## src/hw/rtl/sacl_pkg.sv

```systemverilog
// Shared constants, codes and controller/datapath interface types for the LRU cache model.
package sacl_pkg;

  localparam int SACL_MAX_SET_BITS = 6;
  localparam int SACL_MAX_WAYS     = 8;
  localparam int SACL_TAG_WIDTH    = 32;

  localparam int OP_W    = 2;
  localparam int ADDR_W  = 64;
  localparam int TOTAL_W = 32;
  localparam logic [TOTAL_W-1:0] TOTAL_MAX = 32'hFFFF_FFFF;

  localparam logic [OP_W-1:0] OP_FETCH  = 2'd0;
  localparam logic [OP_W-1:0] OP_LOAD   = 2'd1;
  localparam logic [OP_W-1:0] OP_STORE  = 2'd2;
  localparam logic [OP_W-1:0] OP_MODIFY = 2'd3;

  localparam int CFG_IDX_W  = 2;
  localparam int CFG_DATA_W = 6;
  localparam logic [CFG_IDX_W-1:0] CFG_SET_BITS   = 2'd0;
  localparam logic [CFG_IDX_W-1:0] CFG_WAYS       = 2'd1;
  localparam logic [CFG_IDX_W-1:0] CFG_BLOCK_BITS = 2'd2;

  typedef struct packed {
    logic clr_wr;     // write a cleared row at the sweep pointer
    logic load_item;  // capture the request
    logic rd;         // read the set row
    logic upd;        // resolve the access and write the row back
    logic fin;        // load the result registers
  } ctrl_cmd_t;

  typedef struct packed {
    logic            clr_last;
    logic [OP_W-1:0] op;
  } ctrl_sts_t;

endpackage

```

## src/hw/rtl/sacl_ctrl.sv

```systemverilog
// Controller state machine sequencing clear sweep, set reads and write-backs.
module sacl_ctrl (
  input  logic                clk,
  input  logic                rst_n,
  input  logic                start,
  input  logic [1:0]          in_operation,
  input  sacl_pkg::ctrl_sts_t sts,
  output sacl_pkg::ctrl_cmd_t cmd,
  output logic                busy
);

  typedef enum logic [4:0] {
    ST_CLEAR = 5'b00001,
    ST_IDLE  = 5'b00010,
    ST_RD    = 5'b00100,
    ST_UPD   = 5'b01000,
    ST_FIN   = 5'b10000
  } state_t;

  state_t state_r, state_nxt;
  logic   pass2_r, pass2_nxt;
  logic   accept;

  assign busy   = (state_r != ST_IDLE);
  assign accept = start && !busy;

  always_comb begin
    state_nxt = state_r;
    pass2_nxt = pass2_r;
    cmd       = '0;
    case (state_r)
      ST_CLEAR: begin
        cmd.clr_wr = 1'b1;
        if (sts.clr_last) begin
          state_nxt = ST_IDLE;
        end
      end
      ST_IDLE: begin
        if (accept) begin
          cmd.load_item = 1'b1;
          pass2_nxt     = 1'b0;
          state_nxt     = (in_operation == sacl_pkg::OP_FETCH) ? ST_FIN : ST_RD;
        end
      end
      ST_RD: begin
        cmd.rd    = 1'b1;
        state_nxt = ST_UPD;
      end
      ST_UPD: begin
        cmd.upd = 1'b1;
        if (sts.op == sacl_pkg::OP_MODIFY && !pass2_r) begin
          pass2_nxt = 1'b1;
          state_nxt = ST_RD;
        end else begin
          state_nxt = ST_FIN;
        end
      end
      ST_FIN: begin
        cmd.fin   = 1'b1;
        state_nxt = ST_IDLE;
      end
      default: begin
        state_nxt = ST_IDLE;
      end
    endcase
  end

  always_ff @(posedge clk) begin
    if (!rst_n) begin
      state_r <= ST_CLEAR;
      pass2_r <= 1'b0;
    end else begin
      state_r <= state_nxt;
      pass2_r <= pass2_nxt;
    end
  end

endmodule

```

## config.mk

```make
export PLATFORM = sky130hd
export DESIGN_NAME = sacl_ctrl
export DESIGN_NICKNAME = d
export VERILOG_FILES = /design/src/hw/rtl/sacl_pkg.sv /design/src/hw/rtl/sacl_ctrl.sv
export SDC_FILE = /design/constraint.sdc
export NUM_CORES = 1
export LEC_CHECK = 0
export ABC_AREA = 0
export CORE_AREA = 2 2 39 41
export CTS_BUF_LIST = sky130_fd_sc_hd__clkbuf_8 sky130_fd_sc_hd__clkbuf_16
export CTS_CLUSTER_DIAMETER = 50
export DETAILED_ROUTE_END_ITERATION = 8
export DIE_AREA = 0 0 41 43
export DONT_BUFFER_PORTS = 1
export PLACE_DENSITY = 0.4
export SLEW_MARGIN = 20
export SYNTH_ARGS = -nofsm -noshare
export SYNTH_HDL_FRONTEND = slang
export SYNTH_SLANG_ARGS = --single-unit
```

## constraint.sdc

```tcl
create_clock -name clk -period 2.3 [get_ports clk]
set_input_delay 0.46 -clock clk [delete_from_list [all_inputs] [get_ports clk]]
set_output_delay 0.46 -clock clk [all_outputs]
set_load 0.05 [all_outputs]
```

[Word level (Yosys, flattened, before mapping)]
Cells that the tools add are included.
Word-level totals
  bits of input ports: 8
  word-level logic and storage cells: 34
  register bits after elaboration: 6
Cells by class
  reductions and logical operators: 8
  equal/unequal tests: 10
  multiplexer cells: 14
Operators with widths (count)
  $mux W5: 4
  $pmux W5 S4: 1
  $mux W1: 8
  $ne A2 B2 Y1 const B: 3
  $eq A5 B1 Y1 const B: 1
  $eq A5 B2 Y1 const B: 1
  $eq A5 B3 Y1 const B: 1
  $eq A5 B4 Y1 const B: 1
  $eq A5 B5 Y1 const B: 1
  $ne A5 B2 Y1 const B: 1
  $reduce_and A3 Y1: 1
  $eq A2 B2 Y1 const B: 1
  $logic_and A1 B1 Y1: 2
  $logic_not A1 Y1: 2
  $logic_not A2 Y1: 1
  $pmux W1 S2: 1
  $reduce_and A2 Y1: 1
  $reduce_bool A2 Y1: 1

[Logic depth before layout (Yosys ltp)]
Gate-level depths: netlist of run 1.
  depth in word-level cells: 5
  depth in mapped cells: 3
  depth with buffers taken out: 3

[Worst setup path after synthesis of run 1]
No wires, ideal clock.
  path kind: register -> output
  start point: register state_r[3]
  end point: output port cmd[0] (netlist name)
  required time: 1.840 ns
  cell stages (with the launch flop): 3
  path slack: -0.104 ns
  arrival: 1.944 ns
  cell sequence: dfxtp_1 -> or3_4 -> nor3b_1
RTL lines
  start, declared: RTL line sacl_ctrl.sv:20  | state_t state_r, state_nxt;
  start signal, assigned: RTL line sacl_ctrl.sv:73  | state_r <= state_nxt;
  end, declared: RTL line sacl_ctrl.sv:8  | output sacl_pkg::ctrl_cmd_t cmd,

==> reports/qor.csv, run 1 <==
stage,metric,value,unit
yosys,Post-Syn Area,345,um2
sta,final period utilization,81.5,%
power_and_ir_drop,Peak VDD IR,255,uV
global_routing,Global Route Usage Sum,11.4,%
clock_tree,Root Driver,clkbuf_8,
finish,layout cells sized above 1,25.6,%
yosys,largest area contributor in the netlist,dfxtp_1,
floorplan,Boundary Pins,14,
detailed_routing,DRC errors left,0,
sta,Final setup viols,0,
floorplan,Die Y,43,um
clock_tree,H-tree depth,1,
finish,# nets final,53,
detailed_routing,WL per Instance,12.9,um
clock_tree,hold_buf cts,0,
critical_path,CP peak stage delay,440,ps
placement,RD Place Congestion,0.683,
clock_tree,Max Root-Sink Buffers,2,
yosys,Yosys cell types,24,
placement,HPWL after DPL,627,um
power_and_ir_drop,Total Power,0.312,mW
yosys,syn_nets,46,
clock_tree,cts bufs inserted,3,
sta,Max Clk Rate,0.534,GHz
clock_tree,Num Clock Sinks,6,
detailed_routing,via count,315,
critical_path,Startpoint Class,register,
critical_path,critical path class,reg2out,
clock_tree,# Post-CTS Setup Buffers,0,
sta,setup_tns,0,ps
flow_run,Max-cap violations,0,
global_routing,total gr overflow,0,
detailed_routing,First-pass DRT Iterations,4,
sta,Final Hold Fails,0,
yosys,area share of the largest cell type after synthesis,34.8,%
floorplan,Initial Util,25.0,%
global_routing,antenna violations before repair,0,
placement,Port Buffers,0,
power_and_ir_drop,leakage,0.158,nW
power_and_ir_drop,Power Dens Cells,731,nW/um2
global_routing,largest net degree at the start of global routing,9,
critical_path,CP endpoint kind,output pin,
floorplan,Die Area,1760,um2
critical_path,CP arrival,1410,ps
floorplan,row cnt,14,
critical_path,critical path peak fanout,8,
clock_tree,clk slew on worst S/H paths,40,ps
floorplan,core area,1380,um2
finish,"most common cell after layout, fill and taps aside",dfxtp_1,
critical_path,Slowest cell on crit path,or3_4,
finish,P&R area growth vs syn,23.6,%
clock_tree,CTS tree,yes,
global_routing,global-route wire length before repair,1.26,mm
clock_tree,Worst-Skew Late Latency,220,ps
detailed_routing,Detailed Route Iter0 Violations,3,
sta,Slew HR,67.4,%
sta,Setup Skew,3.01,ps
clock_tree,post-cts resize count,0,
detailed_routing,DR vias/cell,5.34,
global_routing,vias in the first global route,294,
worst_hold_path,min-delay worst type,in2reg,
finish,"commonest non-fill, non-tap cells in the layout","6 x dfxtp_1, 5 x nor2_1, 3 x nor2b_1, 3 x clkbuf_8, 3 x buf_4",
status,status,"complete, no violations",
sta,crit path time final,1870,ps
floorplan,Die X,41,um
sta,Pins Over Slew Limit,0,
finish,Antenna Cells,0,
yosys,synthesis-stage register bit count,6,
sta,Worst-Margin Slew,492,ps
yosys,yosys warns,0,
yosys,Mapped Cells,38,
yosys,Area contributors post-synth,"dfxtp_1 35%, o31ai_4 6.2%, nor2_1 5.4%",
critical_path,worst path cell trace,"or3_4, nor3b_2, buf_4",
sta,RSZ-0062 raised after global routing,no,
detailed_routing,Post-DRT Antenna Nets,0,
yosys,sequential area share after synthesis,34.8,%
detailed_routing,Total Wirelength,764,um
critical_path,worst path required time,1840,ps
yosys,mean post-synth cell area,9.09,um2
## report_power, final
group,switching (mW),total (mW),internal [mW]
sequential,0.00499,0.113,0.108
combinational,0.0291,0.0441,0.0150
clock,0.0427,0.155,0.112
## sequential cells by signal, indices dropped and copies added (netlist names)
name / cells
pass2_r: 1
state_r: 5
## per-stage QoR
stage               worst slack (ps)  instance area, um2  util [%]  instances  hold WS [ps]
global placement                 665                 385      27.8         56           466
finish                           426                 427      30.8         59           332
global route                     331                 427      30.8         59           334
detailed placement               655                 385      27.8         56           478
CTS                              415                 427      30.8         59           333
floorplan                        384                 350         -         38           454
## metal layers
layer | GRT usage, % | share of wire [%] | vias to the layer above | routed length, um
li1 | - | - | 155 | -
met4 | 8.00 | 2.5 | 0 | 19
met2 | 14.7 | 46 | 13 | 349
met1 | 13.6 | 44 | 143 | 339
met5 | 0 | 0 | - | 0
met3 | 6.28 | 7.1 | 4 | 54
## path summary, 6_finish.rpt
| path | start | to | slack (ps) | cells past startpoint |
|---|---|---|---|---|
| max reg2reg | state_r[3] | state_r[4] | 1030 | 3 |
| min reg2reg | pass2_r | pass2_r | 480 | 2 |
| max | state_r[3] | cmd[0] | 430 | 3 |
| min | rst_n | state_r[0] | 330 | 1 |
## kinds of logic (layout without fill, tap and decap cells)
group	count (synthesis)	after routing	share of synthesized area, %
compound gates	7	7	18.1
buf+inv	1	6	2.17
simple gates	24	24	44.9
flops	6	6	34.8
## worst max-delay path, delay by kind of cell, from the launching register on
| family | cells | cell delay [ps] |
|---|---|---|
| buffers and inverters | 1 | 210 |
| flip-flops | 1 | 360 |
| AND/OR/NAND/NOR | 2 | 620 |
## area by class of cell
type / count / area [um2]
tap: 16 / 20.0
clock buffer: 3 / 41.3
sequential: 6 / 120
multi-input combinational: 31 / 223
fill: 153 / 957
timing repair buffer: 3 / 22.5
## Yosys cell counts
cell      number
dfxtp_1        6
nor2_1         5
nor2b_1        3
a211oi_1       2
and3b_1        2
nand3b_1       2
a21boi_1       1
and2_1         1
and3_1         1
and3_2         1
buf_4          1
nand2_1        1
nand2b_1       1
nand3_1        1
nand4_1        1
nand4b_1       1
nor3_2         1
nor3b_1        1
o21ai_0        1
o21ai_1        1
o311ai_1       1
o31ai_4        1
or3_1          1
or3_4          1
Note: power is estimated with default switching activity, not from simulation.
==> run 2: changes to the inputs <==
--- a/config.mk
+++ b/config.mk
@@ -12,7 +12,7 @@
 export DETAILED_ROUTE_END_ITERATION = 8
 export DIE_AREA = 0 0 41 43
 export DONT_BUFFER_PORTS = 1
-export PLACE_DENSITY = 0.4
+export PLACE_DENSITY = 0.42
 export SLEW_MARGIN = 20
 export SYNTH_ARGS = -nofsm -noshare
 export SYNTH_HDL_FRONTEND = slang
==> constraint.sdc (replaced) <==
create_clock -name clk -period 1.5 [get_ports clk]
set_input_delay 0.3 -clock clk [delete_from_list [all_inputs] [get_ports clk]]
set_output_delay 0.3 -clock clk [all_outputs]
set_load 0.05 [all_outputs]
==> reports/qor.csv, run 2 (synthesis gave the netlist of run 1 again) <==
stage,metric,value,unit,change
sta,Final Hold Fails,0,,unchanged
global_routing,largest net degree at the start of global routing,7,,-2
finish,Antenna Cells,0,,unchanged
power_and_ir_drop,switching power total,0.130,mW,+69%
detailed_routing,Total Wirelength,817,um,+6.9%
detailed_routing,First-pass DRT Iterations,4,,unchanged
critical_path,worst path required time,1200,ps,-640 ps
critical_path,critical path class,reg2out,,
critical_path,CP endpoint kind,output pin,,
global_routing,vias in the first global route,293,,-0.34%
finish,P&R area growth vs syn,56.5,%,
floorplan,row cnt,14,,unchanged
sta,setup_tns,-308,ps,-308 ps
sta,Slew HR,67.2,%,-0.17 points
finish,"commonest non-fill, non-tap cells in the layout","5 x dfxtp_1, 5 x buf_4, 4 x buf_12",,
finish,Largest Register,state_r,,
finish,fill count,145,,-5.2%
detailed_routing,WL per Instance,12.6,um,-2.9%
floorplan,Die Y,43,um,unchanged
floorplan,Die X,41,um,unchanged
status,violated checks,setup timing,,
detailed_routing,DR vias/cell,4.86,,-8.9%
power_and_ir_drop,Seq pwr share,33.5,%,-2.7 points
clock_tree,Num Clock Sinks,6,,unchanged
sta,final period utilization,108,%,
clock_tree,cts bufs inserted,3,,unchanged
sta,Setup Skew,2.57,ps,-0.440 ps
power_and_ir_drop,combinational power share,18.9,%,+4.8 points
finish,layout cells sized above 1,42.9,%,+17 points
sta,Pins Over Slew Limit,0,,unchanged
detailed_routing,via count,316,,+0.32%
sta,Max Clk Rate,0.615,GHz,
floorplan,Die Area,1760,um2,unchanged
sta,RSZ-0062 raised after global routing,yes,,
clock_tree,Root Driver,clkbuf_8,,
power_and_ir_drop,sw frac,25.5,%,+0.83 points
detailed_routing,DRC errors left,0,,unchanged
global_routing,total gr overflow,0,,unchanged
floorplan,core area,1380,um2,unchanged
clock_tree,CTS tree,yes,,
placement,Port Buffers,0,,unchanged
clock_tree,clk slew on worst S/H paths,40,ps,about the same
placement,HPWL after DPL,660,um,+5.3%
critical_path,Startpoint Class,register,,
worst_hold_path,min-delay worst type,in2reg,,
sta,Worst-Margin Slew,484,ps,-8.55 ps
sta,crit path time final,1630,ps,
power_and_ir_drop,leakage,0.204,nW,+29%
power_and_ir_drop,Power Dens Cells,943,nW/um2,+29%
status,status,finished with violations,,
power_and_ir_drop,Peak VDD IR,469,uV,+84%
floorplan,Initial Util,25.0,%,unchanged
global_routing,Global Route Usage Sum,12.2,%,+0.82 points
sta,worst setup margin,-125,ps,-551 ps
clock_tree,Max Root-Sink Buffers,2,,unchanged
flow_run,Max-cap violations,0,,unchanged
placement,pre-CTS setup slack,47.5,ps,-607 ps
clock_tree,hold_buf cts,0,,unchanged
global_routing,global-route wire length before repair,1.27,mm,+0.55%
power_and_ir_drop,Total Power,0.510,mW,+63%
clock_tree,H-tree depth,1,,unchanged
critical_path,CP arrival,1330,ps,-80 ps
detailed_routing,Post-DRT Antenna Nets,0,,unchanged
sta,Final setup viols,4,,+4
detailed_routing,Detailed Route Iter0 Violations,5,,+2
global_routing,antenna violations before repair,0,,unchanged
power_and_ir_drop,internal power,0.380,mW,+62%
power_and_ir_drop,power share of the clock group,47.6,%,-2.1 points
finish,biggest regs,"state_r (5), pass2_r (1)",,
finish,Largest register FFs,5,,unchanged
placement,RD Place Congestion,0.777,,+14%
clock_tree,Worst-Skew Late Latency,230,ps,about the same
finish,# nets final,59,,+11%
critical_path,critical path peak fanout,4,,-4
floorplan,Boundary Pins,14,,unchanged
run 2: cell types whose count changed in the layout (fill, tap and decap cells not counted), sizes merged:
| cell | delta |
|---|---|
| buf | +6 |
run 2: worst paths after layout:
check / depth (start not counted) / startpoint / endpoint / slack, ps
worst min-delay path: 1 / rst_n / state_r[0] / 170
worst max register to register: 4 / state_r[3] / state_r[4] / 160
worst min register to register: 2 / pass2_r / pass2_r / 480
worst max-delay path: 3 / state_r[3] / cmd[0] / -130
run 2: final cells by class:
cell class	count	area, um2	share of cell area, %
Clock buffer	3	41.3	7.64
Multi-Input combinational cell	31	240	44.4
Timing Repair Buffer	9	118	21.8
Sequential cell	6	121	22.5
Tap cell	16	20.0	3.70
run 2: per-layer routing:
metal,track usage [%],part of all wire [%],vias up,wire (um)
met5,0,0,-,0
met4,10.0,3.1,0,25
met3,6.28,7.5,3,61
met2,17.5,49,12,402
met1,12.3,40,137,327
li1,-,-,164,-
run 2: critical path, cell delays in order (launching register included):
cell and delay, ps:
dfxtp_2 330, or3_4 390, nor3b_4 220, buf_12 160
run 2: power groups by stage:
stage                     clock, mW  combinational [mW]  sequential (mW)
after detailed placement          0              0.0917            0.173
after floorplan                   0              0.0590            0.174
after CTS                     0.249              0.0962            0.171
final                         0.243              0.0963            0.171
after global placement            0              0.0911            0.173
after global routing          0.256               0.103            0.172
run 2: metrics by stage:
step	instance area (um2)	utilization (%)	cells	hold slack, ps
CTS	538	38.9	65	167
finish	541	39.1	65	166
floorplan	362	-	38	382
global placement	484	35.0	61	396
global route	541	39.1	65	171
detailed placement	484	35.0	61	398
run 2: what timing repair did:
item / in CTS / in global routing
setup endpoints to repair: 5 / 6
gates resized for setup: 2 / 1
pin swaps: 3 / 1
buffers inserted: 1 / 0
==> run 3: changes to the inputs <==
--- a/config.mk
+++ b/config.mk
@@ -5,14 +5,14 @@
 export SDC_FILE = /design/constraint.sdc
 export NUM_CORES = 1
 export LEC_CHECK = 0
-export ABC_AREA = 0
+export ABC_AREA = 1
 export CORE_AREA = 2 2 39 41
 export CTS_BUF_LIST = sky130_fd_sc_hd__clkbuf_8 sky130_fd_sc_hd__clkbuf_16
 export CTS_CLUSTER_DIAMETER = 50
 export DETAILED_ROUTE_END_ITERATION = 8
 export DIE_AREA = 0 0 41 43
 export DONT_BUFFER_PORTS = 1
-export PLACE_DENSITY = 0.42
+export PLACE_DENSITY = 0.41
 export SLEW_MARGIN = 20
 export SYNTH_ARGS = -nofsm -noshare
 export SYNTH_HDL_FRONTEND = slang
==> reports/qor.csv, run 3 <==
stage,metric,value,unit,change
placement,placed cell count,78,,+28%
critical_path,critical path peak fanout,3,,-1
global_routing,met2 usage in global routing,20.0,%,+2.5 points
global_routing,antenna violations before repair,0,,unchanged
finish,Largest register FFs,5,,unchanged
finish,Reg area,134,um2,+10%
sta,final period utilization,98.3,%,-10 points
finish,Multi-input gate area,254,um2,+5.7%
clock_tree,Max Root-Sink Buffers,2,,unchanged
yosys,sequential area share after synthesis,35.3,%,+0.51 points
finish,# nets final,78,,+32%
finish,"most common cell after layout, fill and taps aside",nor2_1,,
yosys,syn_nets,62,,+35%
global_routing,total gr overflow,0,,unchanged
yosys,Yosys cell types,16,,-33%
sta,RSZ-0062 raised after global routing,yes,,
global_routing,Global Route Usage Sum,12.8,%,+0.58 points
critical_path,Critical R2R Capture,state_r[1],,
yosys,most common cell in the netlist,nor2_1,,
placement,pre-CTS setup slack,163,ps,+116 ps
floorplan,row cnt,14,,unchanged
clock_tree,CTS tree,yes,,
sta,worst setup margin,25.7,ps,+151 ps
worst_hold_path,Worst Hold End,state_r[0],,
finish,P&R area growth vs syn,96.0,%,
sta,Max Clk Rate,0.678,GHz,+10%
power_and_ir_drop,leakage,0.269,nW,+32%
clock_tree,Num Clock Sinks,6,,unchanged
detailed_routing,WL per Instance,10.8,um,-14%
sta,crit path time final,1470,ps,-151 ps
critical_path,RR Startpoint,state_r[3],,
sta,Pins Over Slew Limit,0,,unchanged
sta,hold_ws,168,ps,+1.69 ps
sta,Slew HR,82.5,%,+15 points
finish,Antenna Cells,0,,unchanged
yosys,synthesis-stage register bit count,6,,unchanged
yosys,top_reg_cell synth,dfxtp_1,,
global_routing,largest net degree at the start of global routing,6,,-1
finish,fill count,133,,-8.3%
critical_path,Startpoint Class,register,,
detailed_routing,Total Wirelength,904,um,+11%
detailed_routing,Post-DRT Antenna Nets,0,,unchanged
detailed_routing,via count,373,,+18%
yosys,largest area contributor in the netlist,dfxtp_1,,
detailed_routing,First-pass DRT Iterations,3,,-1
floorplan,Boundary Pins,14,,unchanged
floorplan,Die X,41,um,unchanged
yosys,yosys warns,0,,unchanged
clock_tree,hold_buf cts,0,,unchanged
global_routing,global-route wire length before repair,1.44,mm,+14%
yosys,"Async S/R FF share, synth",0,%,unchanged
yosys,Area contributors post-synth,"dfxtp_1 35%, nor2_1 13%, inv_1 11%",,
sta,Worst-Margin Slew,261,ps,-223 ps
placement,Port Buffers,0,,unchanged
yosys,area share of the largest cell type after synthesis,35.3,%,+0.51 points
finish,biggest regs,"state_r (5), pass2_r (1)",,
finish,layout cells sized above 1,51.5,%,+8.6 points
status,status,"complete, no violations",,
global_routing,vias in the first global route,353,,+20%
yosys,mean post-synth cell area,6.30,um2,-31%
critical_path,CP arrival,1170,ps,-160 ps
worst_hold_path,min-delay worst type,in2reg,,
yosys,Post-Syn Area,340,um2,-1.4%
worst_hold_path,HP Start,rst_n,,
detailed_routing,Detailed Route Iter0 Violations,1,,-4
clock_tree,clk slew on worst S/H paths,30,ps,about the same
clock_tree,cts bufs inserted,3,,unchanged
critical_path,critical path class,reg2out,,
sta,Setup Skew,1.88,ps,-0.684 ps
clock_tree,H-tree depth,1,,unchanged
floorplan,Initial Util,24.6,%,-0.36 points
yosys,Commonest cells post-synth,"12 x nor2_1, 10 x inv_1, 7 x nand2_1, 6 x dfxtp_1, 4 x nand3_1",,
power_and_ir_drop,Peak VDD IR,576,uV,+23%
yosys,Mapped Cells,54,,+42%
sta,setup_tns,0,ps,+308 ps
detailed_routing,DRC errors left,0,,unchanged
flow_run,Max-cap violations,0,,unchanged
clock_tree,Worst-Skew Late Latency,230,ps,about the same
global_routing,GRT met3 Usage,3.66,%,-2.6 points
floorplan,core area,1380,um2,unchanged
floorplan,Die Area,1760,um2,unchanged
placement,HPWL after DPL,747,um,+13%
sta,Final Hold Fails,0,,unchanged
finish,final std cells w/o fill,84,,+29%
critical_path,FF-to-FF path depth,6,,+2
worst_hold_path,Hold Crit Depth,1,,unchanged
power_and_ir_drop,Power Dens Cells,861,nW/um2,-8.7%
clock_tree,Root Driver,clkbuf_8,,
global_routing,"Most Used Layer, Global Route",met2,,
sta,Final setup viols,0,,-4
finish,Largest Register,state_r,,
finish,"commonest non-fill, non-tap cells in the layout","8 x nor2_1, 7 x inv_1, 6 x nand2_1",,
floorplan,Die Y,43,um,unchanged
yosys,"EDFF count, synth",0,,unchanged
critical_path,flop-to-flop setup slack,260,ps,+100 ps
placement,RD Place Congestion,0.686,,-12%
critical_path,CP endpoint kind,output pin,,
critical_path,worst path required time,1200,ps,about the same
detailed_routing,DR vias/cell,4.44,,-8.7%
global_routing,met1 GRT Util,13.2,%,+0.89 points
==> run 3: changes by cell type in the layout (fill, tap and decap cells not counted), moves of 3 or more <==
cell,delta
nor2b_1,-3
dfxtp_4,+3
nor2_1,+6
dfxtp_1,-4
nor2_4,+3
inv_1,+7
inv_2,+3
nand2_1,+5
buf_6,+4
==> run 3: how the worst max path moves through the flow <==
stage               cells past startpoint       start  endpoint  slack (ps)
detailed placement                      5  state_r[1]    cmd[3]         160
global placement                        4  state_r[3]    cmd[4]         170
floorplan                               3  state_r[3]    cmd[4]         -50
finish                                  3  state_r[1]    cmd[4]          30
CTS                                     4  state_r[0]    cmd[2]          -7
global route                            3  state_r[1]    cmd[4]         -30
==> run 3: cell type report <==
class / count / share of cell area (%)
Clock buffer: 3 / 6.19
Inverter: 12 / 7.50
Multi-Input combinational cell: 35 / 38.1
Sequential cell: 6 / 20.1
Tap cell: 16 / 3.00
Timing Repair Buffer: 12 / 25.1
==> run 3: cell families (layout without fill, tap and decap cells) <==
group | after synthesis | count (layout) | synth area share (%)
and+or+nand+nor | 32 | 32 | 44.1
buffers and inverters | 13 | 27 | 15.4
DFF | 6 | 6 | 35.3
AOI/OAI and AO/OA | 3 | 3 | 5.15
==> run 3: report_power, final <==
| part | internal (mW) | switching [mW] |
|---|---|---|
| combinational | 0.0656 | 0.0847 |
| sequential | 0.167 | 0.0110 |
| clock | 0.173 | 0.0733 |
==> run 3: metal layers <==
metal	part of all wire, %	vias up
li1	-	199
met1	39	163
met2	52	9
met3	5.9	2
met4	2.8	0
met5	0	-
==> run 3: metrics by stage <==
step / util [%] / power, mW / cell area [um2]
2_1_floorplan: - / 0.262 / 402
3_3_place_gp: 39.3 / 0.304 / 544
3_5_place_dp: 39.3 / 0.304 / 544
4_1_cts: 45.6 / 0.572 / 631
5_1_grt: 48.2 / 0.600 / 667
6_report: 48.2 / 0.574 / 667
==> run 3: critical path, cell delays in order, from the launching register on <==
cell	delay, ps
dfxtp_4	350
buf_6	120
nor4_4	300
buf_12	180
==> run 3: repair_timing <==
item	in CTS	in global routing
setup buffers	3	0
endpoints found under the setup margin	6	5
gates resized for setup	11	12
pin swaps	2	2
